`src/base64_decoder_top_macros.svh`:
```
// Assertion macros for the base64 decoder
`ifndef BASE64_DECODER_TOP_MACROS_SVH
`define BASE64_DECODER_TOP_MACROS_SVH

// check a property on every clock edge outside reset
`define B64_ASSERT(lbl, prop, msg) \
  lbl: assert property (@(posedge clk_i) disable iff (!rst_ni) (prop)) else $error(msg);

// check that a condition never holds, reset included
`define B64_NEVER(lbl, cond, msg) \
  lbl: assert property (@(posedge clk_i) !(cond)) else $error(msg);

`endif

```
`src/b64dec_pkg.sv`:
```
// Shared types, constants and the alphabet lookup of the base64 decoder
package b64dec_pkg;

  localparam logic [7:0] PAD_CHAR   = 8'h3D;
  localparam logic [7:0] PLUS_CHAR  = 8'h2B;
  localparam logic [7:0] SLASH_CHAR = 8'h2F;

  localparam logic [1:0] STATUS_OK     = 2'd0;
  localparam logic [1:0] STATUS_BAD    = 2'd1;
  localparam logic [1:0] STATUS_LENGTH = 2'd2;

  localparam int unsigned RES_DEPTH = 4;

  typedef struct packed {
    logic [7:0]  data_byte;
    logic        is_status;
    logic [1:0]  status;
    logic [15:0] error_position;
    logic        last_result;
  } result_t;

  typedef struct packed {
    logic              valid;
    logic [2:0]        count;
    result_t [3:0]     res;
  } load_t;

  // returns {found, sextet}
  function automatic logic [6:0] sextet(input logic [7:0] ch);
    logic [6:0] r;
    r = 7'd0;
    if (ch >= 8'h41 && ch <= 8'h5A) begin
      r = {1'b1, 6'(ch - 8'h41)};
    end else if (ch >= 8'h61 && ch <= 8'h7A) begin
      r = {1'b1, 6'(ch - 8'h61 + 8'd26)};
    end else if (ch >= 8'h30 && ch <= 8'h39) begin
      r = {1'b1, 6'(ch - 8'h30 + 8'd52)};
    end else if (ch == PLUS_CHAR) begin
      r = {1'b1, 6'd62};
    end else if (ch == SLASH_CHAR) begin
      r = {1'b1, 6'd63};
    end
    return r;
  endfunction

endpackage

```
`src/base64_decoder_top.sv`:
```
// Base64 decoder top level: one character in per item, decoded bytes and a status out
// Takes one character per cycle unless the input is stalled; each result passes through the
// result register before it leaves. A character that completes a quartet or ends a message is
// held back until the four-entry result register is empty or hands out its last item in that
// cycle. The register drains one item per cycle while the output is not stalled, so the results
// of a quartet (at most four with the status) are gone by the time the next quartet completes,
// and streams of whole quartets run at one character per cycle. A message end that comes while
// the results of the last load are still being handed out stalls the input, and output stalls
// lengthen it. Each message ends with a status item (ok, bad character with its index, or bad
// length); bytes of a message that ends in error are to be dropped downstream.
// Character indexes saturate at the smaller of 65535 and MAX_MESSAGE_LENGTH - 1.
`include "base64_decoder_top_macros.svh"

module base64_decoder_top #(
  parameter longint unsigned MAX_MESSAGE_LENGTH = 65536
) (
  input  logic        clk_i,
  input  logic        rst_ni,
  input  logic        in_valid_i,
  output logic        in_stall_o,
  input  logic [7:0]  symbol_i,
  input  logic        last_symbol_i,
  output logic        out_valid_o,
  input  logic        out_stall_i,
  output logic [7:0]  data_byte_o,
  output logic        is_status_o,
  output logic [1:0]  status_o,
  output logic [15:0] error_position_o,
  output logic        last_result_o
);

  localparam longint unsigned CapWide =
    (MAX_MESSAGE_LENGTH - 1 < 64'd65535) ? (MAX_MESSAGE_LENGTH - 1) : 64'd65535;
  localparam logic [15:0] PosCap = CapWide[15:0];

  logic                gen, buf_ready, accept, buf_load;
  logic                data_clean, status_take;
  b64dec_pkg::load_t   load;
  b64dec_pkg::result_t res;

  assign in_stall_o = gen && !buf_ready;
  assign accept     = in_valid_i && !in_stall_o;
  assign buf_load   = load.valid && (load.count != 3'd0);

  b64dec_unit #(
    .PosCap(PosCap)
  ) u_unit (
    .clk_i        (clk_i),
    .rst_ni       (rst_ni),
    .accept_i     (accept),
    .symbol_i     (symbol_i),
    .last_symbol_i(last_symbol_i),
    .gen_o        (gen),
    .load_o       (load)
  );

  b64dec_outbuf u_outbuf (
    .clk_i      (clk_i),
    .rst_ni     (rst_ni),
    .load_i     (load),
    .ready_o    (buf_ready),
    .out_valid_o(out_valid_o),
    .out_stall_i(out_stall_i),
    .res_o      (res)
  );

  assign data_byte_o      = res.data_byte;
  assign is_status_o      = res.is_status;
  assign status_o         = res.status;
  assign error_position_o = res.error_position;
  assign last_result_o    = res.last_result;

  assign data_clean  = (status_o == b64dec_pkg::STATUS_OK) && (error_position_o == 16'd0) &&
                       !last_result_o;
  assign status_take = out_valid_o && !out_stall_i && last_result_o;

  `B64_ASSERT(a_last_is_status, out_valid_o && last_result_o |-> is_status_o, "last without status")
  `B64_ASSERT(a_data_clean, out_valid_o && !is_status_o |-> data_clean, "data item with status")
  `B64_ASSERT(a_drain_after_status, status_take |=> !out_valid_o || $past(buf_load), "stray item")
  `B64_NEVER(a_no_bad_code, out_valid_o && status_o > b64dec_pkg::STATUS_LENGTH, "bad status code")

endmodule

```
`src/b64dec_unit.sv`:
```
// Quartet gathering, alphabet lookup and result generation
module b64dec_unit #(
  parameter logic [15:0] PosCap = 16'hFFFF
) (
  input  logic              clk_i,
  input  logic              rst_ni,
  input  logic              accept_i,
  input  logic [7:0]        symbol_i,
  input  logic              last_symbol_i,
  output logic              gen_o,
  output b64dec_pkg::load_t load_o
);

  logic [7:0]  held_q [3];
  logic [7:0]  held_d [3];
  logic [1:0]  held_cnt_q, held_cnt_d;
  logic [15:0] cc_q, cc_d;
  logic        err_q, err_d;
  logic [15:0] eidx_q, eidx_d;

  logic [6:0]  sx0, sx1, sx2, sx3;
  logic        full, pad2, pad3;
  logic [1:0]  n_dec, dec_off, n_out;
  logic        dec_err, err_new;
  logic [15:0] eidx_new;
  logic [7:0]  b0, b1, b2;
  b64dec_pkg::result_t stat;

  function automatic logic [15:0] sat_add(input logic [15:0] a, input logic [2:0] b);
    logic [16:0] s;
    s = {1'b0, a} + 17'(b);
    return (s > {1'b0, PosCap}) ? PosCap : s[15:0];
  endfunction

  assign full  = (held_cnt_q == 2'd3);
  assign gen_o = full || last_symbol_i;

  assign sx0  = b64dec_pkg::sextet(held_q[0]);
  assign sx1  = b64dec_pkg::sextet(held_q[1]);
  assign sx2  = b64dec_pkg::sextet(held_q[2]);
  assign sx3  = b64dec_pkg::sextet(symbol_i);
  assign pad2 = last_symbol_i && (held_q[2] == b64dec_pkg::PAD_CHAR);
  assign pad3 = last_symbol_i && (symbol_i == b64dec_pkg::PAD_CHAR);

  assign b0 = {sx0[5:0], sx1[5:4]};
  assign b1 = {sx1[3:0], sx2[5:2]};
  assign b2 = {sx2[1:0], sx3[5:0]};

  always_comb begin
    n_dec   = 2'd0;
    dec_err = 1'b0;
    dec_off = 2'd0;
    if (!sx0[6]) begin
      dec_err = 1'b1;
      dec_off = 2'd0;
    end else if (!sx1[6]) begin
      dec_err = 1'b1;
      dec_off = 2'd1;
    end else if (pad2) begin
      n_dec = 2'd1;
    end else if (!sx2[6]) begin
      n_dec   = 2'd1;
      dec_err = 1'b1;
      dec_off = 2'd2;
    end else if (pad3) begin
      n_dec = 2'd2;
    end else if (!sx3[6]) begin
      n_dec   = 2'd2;
      dec_err = 1'b1;
      dec_off = 2'd3;
    end else begin
      n_dec = 2'd3;
    end
  end

  assign err_new  = err_q || dec_err;
  assign eidx_new = (!err_q && dec_err) ? sat_add(cc_q, {1'b0, dec_off}) : eidx_q;
  assign n_out    = err_q ? 2'd0 : n_dec;

  always_comb begin
    stat                = '0;
    stat.is_status      = 1'b1;
    stat.last_result    = 1'b1;
    load_o              = '0;
    load_o.valid        = accept_i && gen_o;
    if (full) begin
      load_o.res[0].data_byte = b0;
      load_o.res[1].data_byte = b1;
      load_o.res[2].data_byte = b2;
      load_o.count            = {1'b0, n_out} + 3'(last_symbol_i);
      if (last_symbol_i) begin
        stat.status         = err_new ? b64dec_pkg::STATUS_BAD : b64dec_pkg::STATUS_OK;
        stat.error_position = err_new ? eidx_new : 16'd0;
        load_o.res[n_out]   = stat;
      end
    end else begin
      stat.status   = b64dec_pkg::STATUS_LENGTH;
      load_o.res[0] = stat;
      load_o.count  = 3'd1;
    end
  end

  always_comb begin
    held_d     = held_q;
    held_cnt_d = held_cnt_q;
    cc_d       = cc_q;
    err_d      = err_q;
    eidx_d     = eidx_q;
    if (accept_i) begin
      if (full || last_symbol_i) begin
        held_d     = '{default: 8'd0};
        held_cnt_d = 2'd0;
        if (last_symbol_i) begin
          cc_d   = 16'd0;
          err_d  = 1'b0;
          eidx_d = 16'd0;
        end else begin
          cc_d   = sat_add(cc_q, 3'd4);
          err_d  = err_new;
          eidx_d = eidx_new;
        end
      end else begin
        held_d[held_cnt_q] = symbol_i;
        held_cnt_d         = held_cnt_q + 2'd1;
      end
    end
  end

  always_ff @(posedge clk_i or negedge rst_ni) begin
    if (!rst_ni) begin
      held_q     <= '{default: 8'd0};
      held_cnt_q <= 2'd0;
      cc_q       <= 16'd0;
      err_q      <= 1'b0;
      eidx_q     <= 16'd0;
    end else begin
      held_q     <= held_d;
      held_cnt_q <= held_cnt_d;
      cc_q       <= cc_d;
      err_q      <= err_d;
      eidx_q     <= eidx_d;
    end
  end

endmodule

```
`src/b64dec_outbuf.sv`:
```
// Four-entry result register that hands out one item per cycle unless the output stalls
module b64dec_outbuf (
  input  logic                clk_i,
  input  logic                rst_ni,
  input  b64dec_pkg::load_t   load_i,
  output logic                ready_o,
  output logic                out_valid_o,
  input  logic                out_stall_i,
  output b64dec_pkg::result_t res_o
);

  b64dec_pkg::result_t res_q [b64dec_pkg::RES_DEPTH];
  b64dec_pkg::result_t res_d [b64dec_pkg::RES_DEPTH];
  logic [2:0] cnt_q, cnt_d;
  logic       take;

  assign out_valid_o = (cnt_q != 3'd0);
  assign take        = out_valid_o && !out_stall_i;
  assign ready_o     = (cnt_q == 3'd0) || ((cnt_q == 3'd1) && take);
  assign res_o       = res_q[0];

  always_comb begin
    res_d = res_q;
    cnt_d = cnt_q;
    if (load_i.valid) begin
      for (int i = 0; i < b64dec_pkg::RES_DEPTH; i++) begin
        res_d[i] = load_i.res[i];
      end
      cnt_d = load_i.count;
    end else if (take) begin
      for (int i = 0; i < b64dec_pkg::RES_DEPTH - 1; i++) begin
        res_d[i] = res_q[i+1];
      end
      cnt_d = cnt_q - 3'd1;
    end
  end

  always_ff @(posedge clk_i or negedge rst_ni) begin
    if (!rst_ni) begin
      cnt_q <= 3'd0;
    end else begin
      cnt_q <= cnt_d;
    end
  end

  always_ff @(posedge clk_i) begin
    res_q <= res_d;
  end

endmodule
```
`config.mk`:
```
export PLATFORM = sky130hd
export DESIGN_NAME = base64_decoder_top
export DESIGN_NICKNAME = d
export VERILOG_FILES = /design/src/b64dec_pkg.sv /design/src/base64_decoder_top.sv /design/src/b64dec_unit.sv /design/src/b64dec_outbuf.sv
export VERILOG_INCLUDE_DIRS = /design/src /design/src/src
export SDC_FILE = /design/constraint.sdc
export NUM_CORES = 1
export LEC_CHECK = 0
export BUFFER_PORTS_ARGS = -buffer_cell sky130_fd_sc_hd__buf_2
export CAP_MARGIN = 20
export CORE_UTILIZATION = 57
export CTS_CLUSTER_DIAMETER = 150
export DETAILED_ROUTE_END_ITERATION = 10
export MAX_ROUTING_LAYER = met4
export PLACE_DENSITY = 0.81
export SETUP_SLACK_MARGIN = 0.15
export SLEW_MARGIN = 20
export SYNTH_ARGS = -nofsm -noshare
export SYNTH_HDL_FRONTEND = slang
export SYNTH_HIERARCHICAL = 1
export SYNTH_SLANG_ARGS = --single-unit
```
`constraint.sdc`:
```
create_clock -name clk_i -period 5.3 [get_ports clk_i]
set_clock_uncertainty 0.2 [all_clocks]
set_input_delay 0.795 -clock clk_i [delete_from_list [all_inputs] [get_ports clk_i]]
set_output_delay 0.795 -clock clk_i [all_outputs]
set_load 0.05 [all_outputs]
```
# Yosys cells after proc, flatten, opt, wreduce, memory -nomap -nowiden
# Index checks and enable logic that the tools add are counted.
# Widths: inputs -> output; s select.
[op_classes] addsub=25 magnitude_cmp=30 eq_ne=12 muxes=63 bitwise=1 n_reduce_logical=34
[ops] operator="$mux 84" count=3
[ops] operator="$mux 7" count=20
[ops] operator="$bwmux 112" count=1
[ops] operator="$mux 16" count=6
[ops] operator="$eq 8x6->1 const B" count=10
[ops] operator="$ge 8x7->1 const B" count=8
[ops] operator="$le 8x7->1 const B" count=8
[ops] operator="$demux 28 s2" count=1
[ops] operator="$mux 28" count=2
[ops] operator="$mux 56" count=1
[ops] operator="$sub 6x6->6 const B" count=8
[ops] operator="$gt 17x16->1 const B" count=2
[ops] operator="$ge 8x6->1 const B" count=4
[ops] operator="$le 8x6->1 const B" count=4
[ops] operator="$mux 2" count=13
[ops] operator="$add 6x5->6 const B" count=4
[ops] operator="$add 6x6->6 const B" count=4
[ops] operator="$bwmux 24" count=1
[ops] operator="$mux 24" count=1
[ops] operator="$sub 6x1->6 const B" count=4
[ops] operator="$logic_and 1x1->1" count=22
[ops] operator="$add 16x2->17" count=1
[ops] operator="$add 16x3->17 const B" count=1
[ops] operator="$demux 8 s2" count=1
[ops] operator="19 further kinds" count=35
[totals] regBits=174 inputBits=13 out_inout_bits=30 word_cells=193

# Depth between registers and ports, before layout
# Gate-level depths: netlist of the first run.
[logic_depth] ltp_word=21 ltp_mapped=19 mapped_depth_nobuf=17

# By module
# The synthesis of the first run kept the hierarchy.
[modules_own_cells] mod="b64dec_unit" n_inst=1 cells_each=779 area_each_um2=6012.0 seq_area_each_um2=1451.4
[modules_own_cells] mod="b64dec_outbuf" n_inst=1 cells_each=262 area_each_um2=5248.8 seq_area_each_um2=3438.3
[modules_own_cells] mod="base64_decoder_top" n_inst=1 cells_each=2 area_each_um2=22.5 seq_area_each_um2=0.0

# Worst setup path before layout of the first run
# Ideal clock, no wire load.
[synth_timing] path_type="input -> register" startpoint="in last_symbol_i" endpoint="reg u_outbuf.res_q (netlist bit u_outbuf/res_o[0]), enable pin" setup_ns=0.441 arrival_time_ns=4.962 required_ns=4.659 path_slack_ns=-0.303 cell_stages=10 path_buffers=3 path_cell_list="nor2_1 -> inv_1 -> nor2b_4 -> nor2b_2 -> nand2_1 -> inv_1 -> clkbuf_1 -> buf_6 -> buf_6 -> a21o_1"
[synth_lines] element="from (decl)" line_no="base64_decoder_top.sv:22" text="input logic last_symbol_i,"
[synth_lines] element="to (signal assigned)" line_no="b64dec_outbuf.sv:47" text="res_q <= res_d;"
[synth_lines] element="to (decl)" line_no="b64dec_outbuf.sv:12" text="b64dec_pkg::result_t res_q [b64dec_pkg::RES_DEPTH];"

==> flow_summary_export.csv, run 1 <==
group,metric,value,unit
place,placed_cells,1273,
die,num_rows,51,
clock_network,cts.clk_slew.worst_paths,0.07,ns
place,portBuffers,42,
logic_synthesis,synth_edf_count,112,
place,placedInstanceArea,0.0112,mm2
critical_path,worst_setup_path_start_kind,"register",
final_layout,stdcell_count,1305,
final_layout,final_area,0.0118,mm2
die,die_x,143,um
grt,grt_pass1_wl,38300,um
min_path,hold_path_class,"in2async",
logic_synthesis,synth_cells,1043,
grt,antenna_found_initial,0,
grt,first_global_vias,7238,
logic_synthesis,async_flop_share,35.3,%
run_status,status,"completed",
logic_synthesis,yosys_warnings,6,
logic_synthesis,synthDistinctLibCells,88,
sta,slew_headroom,38.3,%
sta,rsz0062_at_grt,"no",
final_layout,nets,1086,
sta,hold_ws,0.311,ns
final_layout,antenna_cells,0,
sta,tightest_slew,0.922,ns
drt,first_pass_iters,5,
drt,wire_per_inst,18.2,um
logic_synthesis,synth_area,0.0113,mm2
die,start_util,58.0,%
final_layout,fillers,1531,
clock_network,numCtsBuffers,17,
sta,setup_violations,0,
logic_synthesis,yosysSeqAreaShare,43.3,%
clock_network,h-tree-depth,4,
clock_network,post-cts-setup-buffer-count,0,
clock_network,cts.hold.buffers_added,0,
sta,fin_ws,0.419,ns
critical_path,crit_required,5.29,ns
grt,track_usage,24.9,%
clock_network,root_buffer,"clkbuf_16",
final_layout,multi_input_area,0.00545,mm2
grt,grt.overflow.total,0,
clock_network,clock_latency,0.44,ns
place,dp_hpwl,16200,um
drt,antenna_left,0,
die,die_h,143,um
clock_network,clk_path_buf_depth,2,
critical_path,arrival,4.87,ns
critical_path,cp_max_fo,12,
place,place_ws,0.336,ns
power_and_ir_drop,power_density,458,mW/mm2
clock_network,cts_tree,"done",
drt,vias,7811,
power_and_ir_drop,leakage,4.76,nW
place,gp_congestion,0.928,
run,cap_violations,0,
sta,totalNegativeSetupSlack,0,ns
final_layout,register_area,0.00489,mm2
die,core_area,0.0195,mm2
critical_path,crit_type,"reg2reg",
drt,drtIter0Drc,821,
drt,via_per_inst,5.99,
power_and_ir_drop,peakVddDrop,0.305,mV
drt,routed_wl,23800,um
logic_synthesis,synth_seq_cells,173,
final_layout,drive_gt1_share,19.5,%
clock_network,postCtsResizedCells,0,
sta,slew_violations,0,
sta,period_needed,4.88,ns
logic_synthesis,synth-main-ff-cell,"edfxtp_1",
critical_path,crit_path_end_kind,"register",
sta,fmax,205,MHz
final_layout,syn_to_final_growth,4.47,%
die,io_pins,43,
grt,grt_max_degree,65,
logic_synthesis,avgSynthCellArea,10.8,um2
drt,drc,0,
sta,period_share,92.1,%
clock_network,clkSinkCount,173,
sta,hold_viol,0,
die,die_area,0.0204,mm2
==> placed cells by master (no fill, tap or decap), types with 12 or more instances in the layout <==
cell type / instances
inv_1: 49
xor2_1: 12
nand2_1: 75
a31oi_1: 12
ha_1: 45
o21ai_0: 47
nor2_1: 96
mux2i_1: 20
nand4_1: 14
a21oi_1: 48
mux2_4: 84
buf_2: 42
conb_1: 28
nor3_1: 15
edfxtp_1: 112
buf_4: 12
nand3_1: 34
dfrtp_1: 61
xnor2_1: 18
a22o_1: 28
clkbuf_16: 17
==> worst paths after layout <==
kind,from,endpoint,slack [ns],cells past startpoint
max in group asynchronous,rst_ni,u_unit/eidx_q[13],4.04,2
max,u_unit/held_q[0],u_outbuf/res_q[29],0.42,15
min reg2reg,u_unit/eidx_q[1],u_unit/eidx_q[1],0.31,2
max reg2reg,u_unit/held_q[0],u_outbuf/res_q[29],0.42,15
min in group clk_i,u_unit/eidx_q[1],u_unit/eidx_q[1],0.31,2
min,rst_ni,u_unit/held_q[5],0.31,2
==> synth_stat cells (14+ instances only) <==
cell type	n	area [um2]
ha_1	45	563
mux2_4	84	1260
o21ai_0	47	235
clkbuf_1	27	101
inv_1	50	188
a22o_1	28	245
edfxtp_1	112	3360
nor3_1	15	75.1
nand4_1	14	87.6
nor2_1	96	360
buf_4	61	458
mux2i_1	20	200
nand2_1	75	282
nand3_1	34	170
dfrtp_1	61	1530
buf_2	14	70.1
xnor2_1	18	158
a21oi_1	48	240
==> registers in the layout, indices dropped and copies added (netlist names) <==
register and count:
u_outbuf/cnt_q 3, u_outbuf/res_q 84, u_unit/eidx_q 16, u_outbuf/res_o 28, u_unit/held_q 24, u_unit/held_cnt_q 2, u_unit/cc_q 15, u_unit/err_q 1
==> kinds of logic after synthesis <==
group	after synthesis	synth area share, %
compound gates	226	14.1
xor+xnor	30	2.33
fa+ha+maj	46	5.17
other cells	1	0.0332
simple gates	294	12.6
mux	105	13.1
flops	173	43.3
buf+inv	168	9.33
==> worst max-delay path: stages (launching register included) <==
cell	delay, ns
dfrtp_1	0.47
inv_1	0.21
ha_1	0.25
nand2_1	0.13
o311ai_1	0.47
a31oi_1	0.19
o21a_1	0.30
nand3_1	0.14
a21oi_1	0.11
ha_1	0.23
fa_1	0.53
nand2_1	0.44
nand2b_1	0.17
mux2i_1	0.39
nor2_1	0.11
mux2_4	0.29
==> where the power goes <==
group / switching, mW / internal, mW
registers: 0.277 / 1.91
clock network: 0.605 / 0.636
logic: 1.22 / 0.754
==> metrics by stage <==
stage / utilization (%) / power [mW]
after detailed placement: 57.5 / 4.15
after CTS: 60.6 / 5.40
after global routing: 60.6 / 5.66
after floorplan: - / 3.87
after global placement: 57.5 / 4.09
final: 60.6 / 5.40
==> routing by layer <==
metal	global-route usage (%)	wire, um	share of wire, %
met1	34.5	11000	46
met2	37.9	11200	47
met3	3.59	1290	5.4
met4	7.36	274	1.2
met5	-	0	0
==> final cells by class <==
class / count / area share, %
Tap cell: 265 / 2.81
Inverter: 51 / 1.67
Clock inverter: 15 / 1.48
Multi-Input combinational cell: 729 / 46.2
Timing Repair Buffer: 55 / 2.72
Sequential cell: 173 / 41.5
Clock buffer: 17 / 3.61
No activity file was read; power rests on OpenSTA's default activity.
==> run 2: changes to the inputs <==
CAP_MARGIN = default   (was 20)
REMOVE_ABC_BUFFERS = 1   (was default)
==> flow_summary_export.csv, run 2 (synthesis results as in run 1) <==
group,metric,value,unit
die,num_rows,51,
grt,antenna_found_initial,0,
run_status,status,"completed",
sta,tightest_slew,0.967,ns
critical_path,arrival,4.93,ns
sta,fmax,203,MHz
power_and_ir_drop,peakVddDrop,0.414,mV
critical_path,critPathTopFamily,"simple AND/OR/NAND/NOR gates",
critical_path,worst_setup_path_start_kind,"register",
final_layout,top_register,"u_outbuf/res_q",
clock_network,root_buffer,"clkbuf_16",
final_layout,antenna_cells,0,
die,die_h,143,um
sta,hold_viol,0,
final_layout,nets,1084,
run,cap_violations,0,
place,portBuffers,42,
clock_network,postCtsResizedCells,0,
final_layout,drive_gt1_share,19.4,%
critical_path,reg2reg_from,"u_unit/held_q[10]",
sta,setup_violations,0,
final_layout,layout_commonest_cell,"edfxtp_1",
sta,rsz0062_at_grt,"no",
min_path,hold_depth,2,
final_layout,fillers,1568,
sta,totalNegativeSetupSlack,0,ns
clock_network,cts_tree,"done",
clock_network,cts.clk_slew.worst_paths,0.08,ns
grt,first_global_vias,7234,
critical_path,path_cells,"inv_1 > ha_1 > a21oi_1 > nor2_1 > a311oi_1 > o32a_1 > buf_4 > nor2b_1 > ha_1 > a21oi_1 > nor3_1 > nand4_1 > xor2_1 > nand2_1 > mux2i_1 > nor2_1 > mux2_4",
die,start_util,58.0,%
power_and_ir_drop,power_density,459,mW/mm2
power_and_ir_drop,leakage,4.77,nW
drt,vias,7769,
sta,slew_violations,0,
place,gp_congestion,0.925,
drt,first_pass_iters,5,
final_layout,largest_reg_flops,84,
critical_path,crit_path_end_kind,"register",
min_path,hp-start,"u_unit/eidx_q[4]",
clock_network,cts.hold.buffers_added,0,
critical_path,slowest_stage,"dfrtp_1",
critical_path,reg2reg_slack,0.36,ns
final_layout,syn_to_final_growth,4.76,%
clock_network,clk_path_buf_depth,2,
clock_network,clock_latency,0.44,ns
grt,grt.overflow.total,0,
grt,grt_pass1_wl,37700,um
grt,track_usage,24.7,%
die,io_pins,43,
critical_path,crit_type,"reg2reg",
grt,grt_max_degree,90,
drt,drc,0,
drt,routed_wl,23500,um
drt,via_per_inst,5.96,
drt,wire_per_inst,18.1,um
place,dp_hpwl,15500,um
clock_network,h-tree-depth,4,
final_layout,layout_common_cells,"112 x edfxtp_1, 96 x nor2_1, 84 x mux2_4, 75 x nand2_1, 61 x dfrtp_1",
critical_path,cp_max_fo,11,
sta,slew_headroom,35.1,%
min_path,hold_path_end,"u_unit/eidx_q[4]",
final_layout,final_util,60.7,%
clock_network,clkSinkCount,173,
sta,period_share,93.1,%
final_layout,register_area,0.00489,mm2
critical_path,crit_required,5.29,ns
drt,drtIter0Drc,825,
sta,period_needed,4.94,ns
die,die_x,143,um
die,die_area,0.0204,mm2
min_path,hold_path_class,"reg2reg",
critical_path,slowest_delay,0.64,ns
clock_network,post-cts-setup-buffer-count,0,
critical_path,r2r-end,"u_outbuf/res_q[40]",
critical_path,rr_worst_depth,17,
critical_path,path_depth,17,
die,core_area,0.0195,mm2
final_layout,multi_input_area,0.00545,mm2
critical_path,critical_path_buf_inv_count,2,
clock_network,numCtsBuffers,17,
drt,antenna_left,0,
run 2: changes by cell type in the layout (fill, tap and decap cells not counted), sizes merged:
cell,previous run,this run
inv,58,57
buf,55,53
clkinvlp,1,0
clkinv,7,9
run 2: cell type report:
| type | instances | share of cell area (%) |
|---|---|---|
| clock buffer | 17 | 3.60 |
| clock inverter | 15 | 1.77 |
| inverter | 51 | 1.66 |
| multi-input combinational | 729 | 46.1 |
| sequential | 173 | 41.4 |
| tap | 265 | 2.81 |
| timing repair buffer | 53 | 2.69 |
run 2: tightest hold or removal path, delay by kind of cell (launching register included):
kind | cells | cell delay [ns]
compound gates | 1 | 0.06
flops | 1 | 0.37
simple gates | 1 | 0.05
run 2: power by group:
part / switching (mW) / leakage (nW) / internal, mW
clock network: 0.639 / 0.303 / 0.653
registers: 0.274 / 1.92 / 1.91
logic: 1.19 / 2.54 / 0.752
run 2: metal layers:
layer	global-route usage (%)	vias to the layer above	part of all wire [%]
li1	-	3674	-
met1	34.3	3786	47
met2	37.4	281	46
met3	3.32	28	5.3
met4	8.09	0	1.6
met5	-	-	0
run 2: worst max path at each step:
stage                            from                  to
finish              u_unit/held_q[10]  u_outbuf/res_q[40]
detailed placement        symbol_i[2]  u_outbuf/res_q[72]
global placement          symbol_i[2]  u_outbuf/res_q[40]
floorplan               last_symbol_i   u_outbuf/res_o[0]
CTS                 u_unit/held_q[10]  u_outbuf/res_q[40]
global route        u_unit/held_q[10]  u_outbuf/res_q[40]
run 2: through the flow:
| stage | hold WS, ns | power (mW) | instances | worst slack [ns] | area, um2 |
|---|---|---|---|---|---|
| 4_1_cts | 0.319 | 5.44 | 1303 | 0.476 | 11800 |
| 3_3_place_gp | 0.285 | 4.09 | 1271 | 0.362 | 11200 |
| 3_5_place_dp | 0.296 | 4.14 | 1271 | 0.169 | 11200 |
| 6_report | 0.317 | 5.43 | 1303 | 0.364 | 11800 |
| 2_1_floorplan | 0.271 | 3.71 | 953 | -2.78 | 10500 |
| 5_1_grt | 0.351 | 5.69 | 1303 | 0.153 | 11800 |
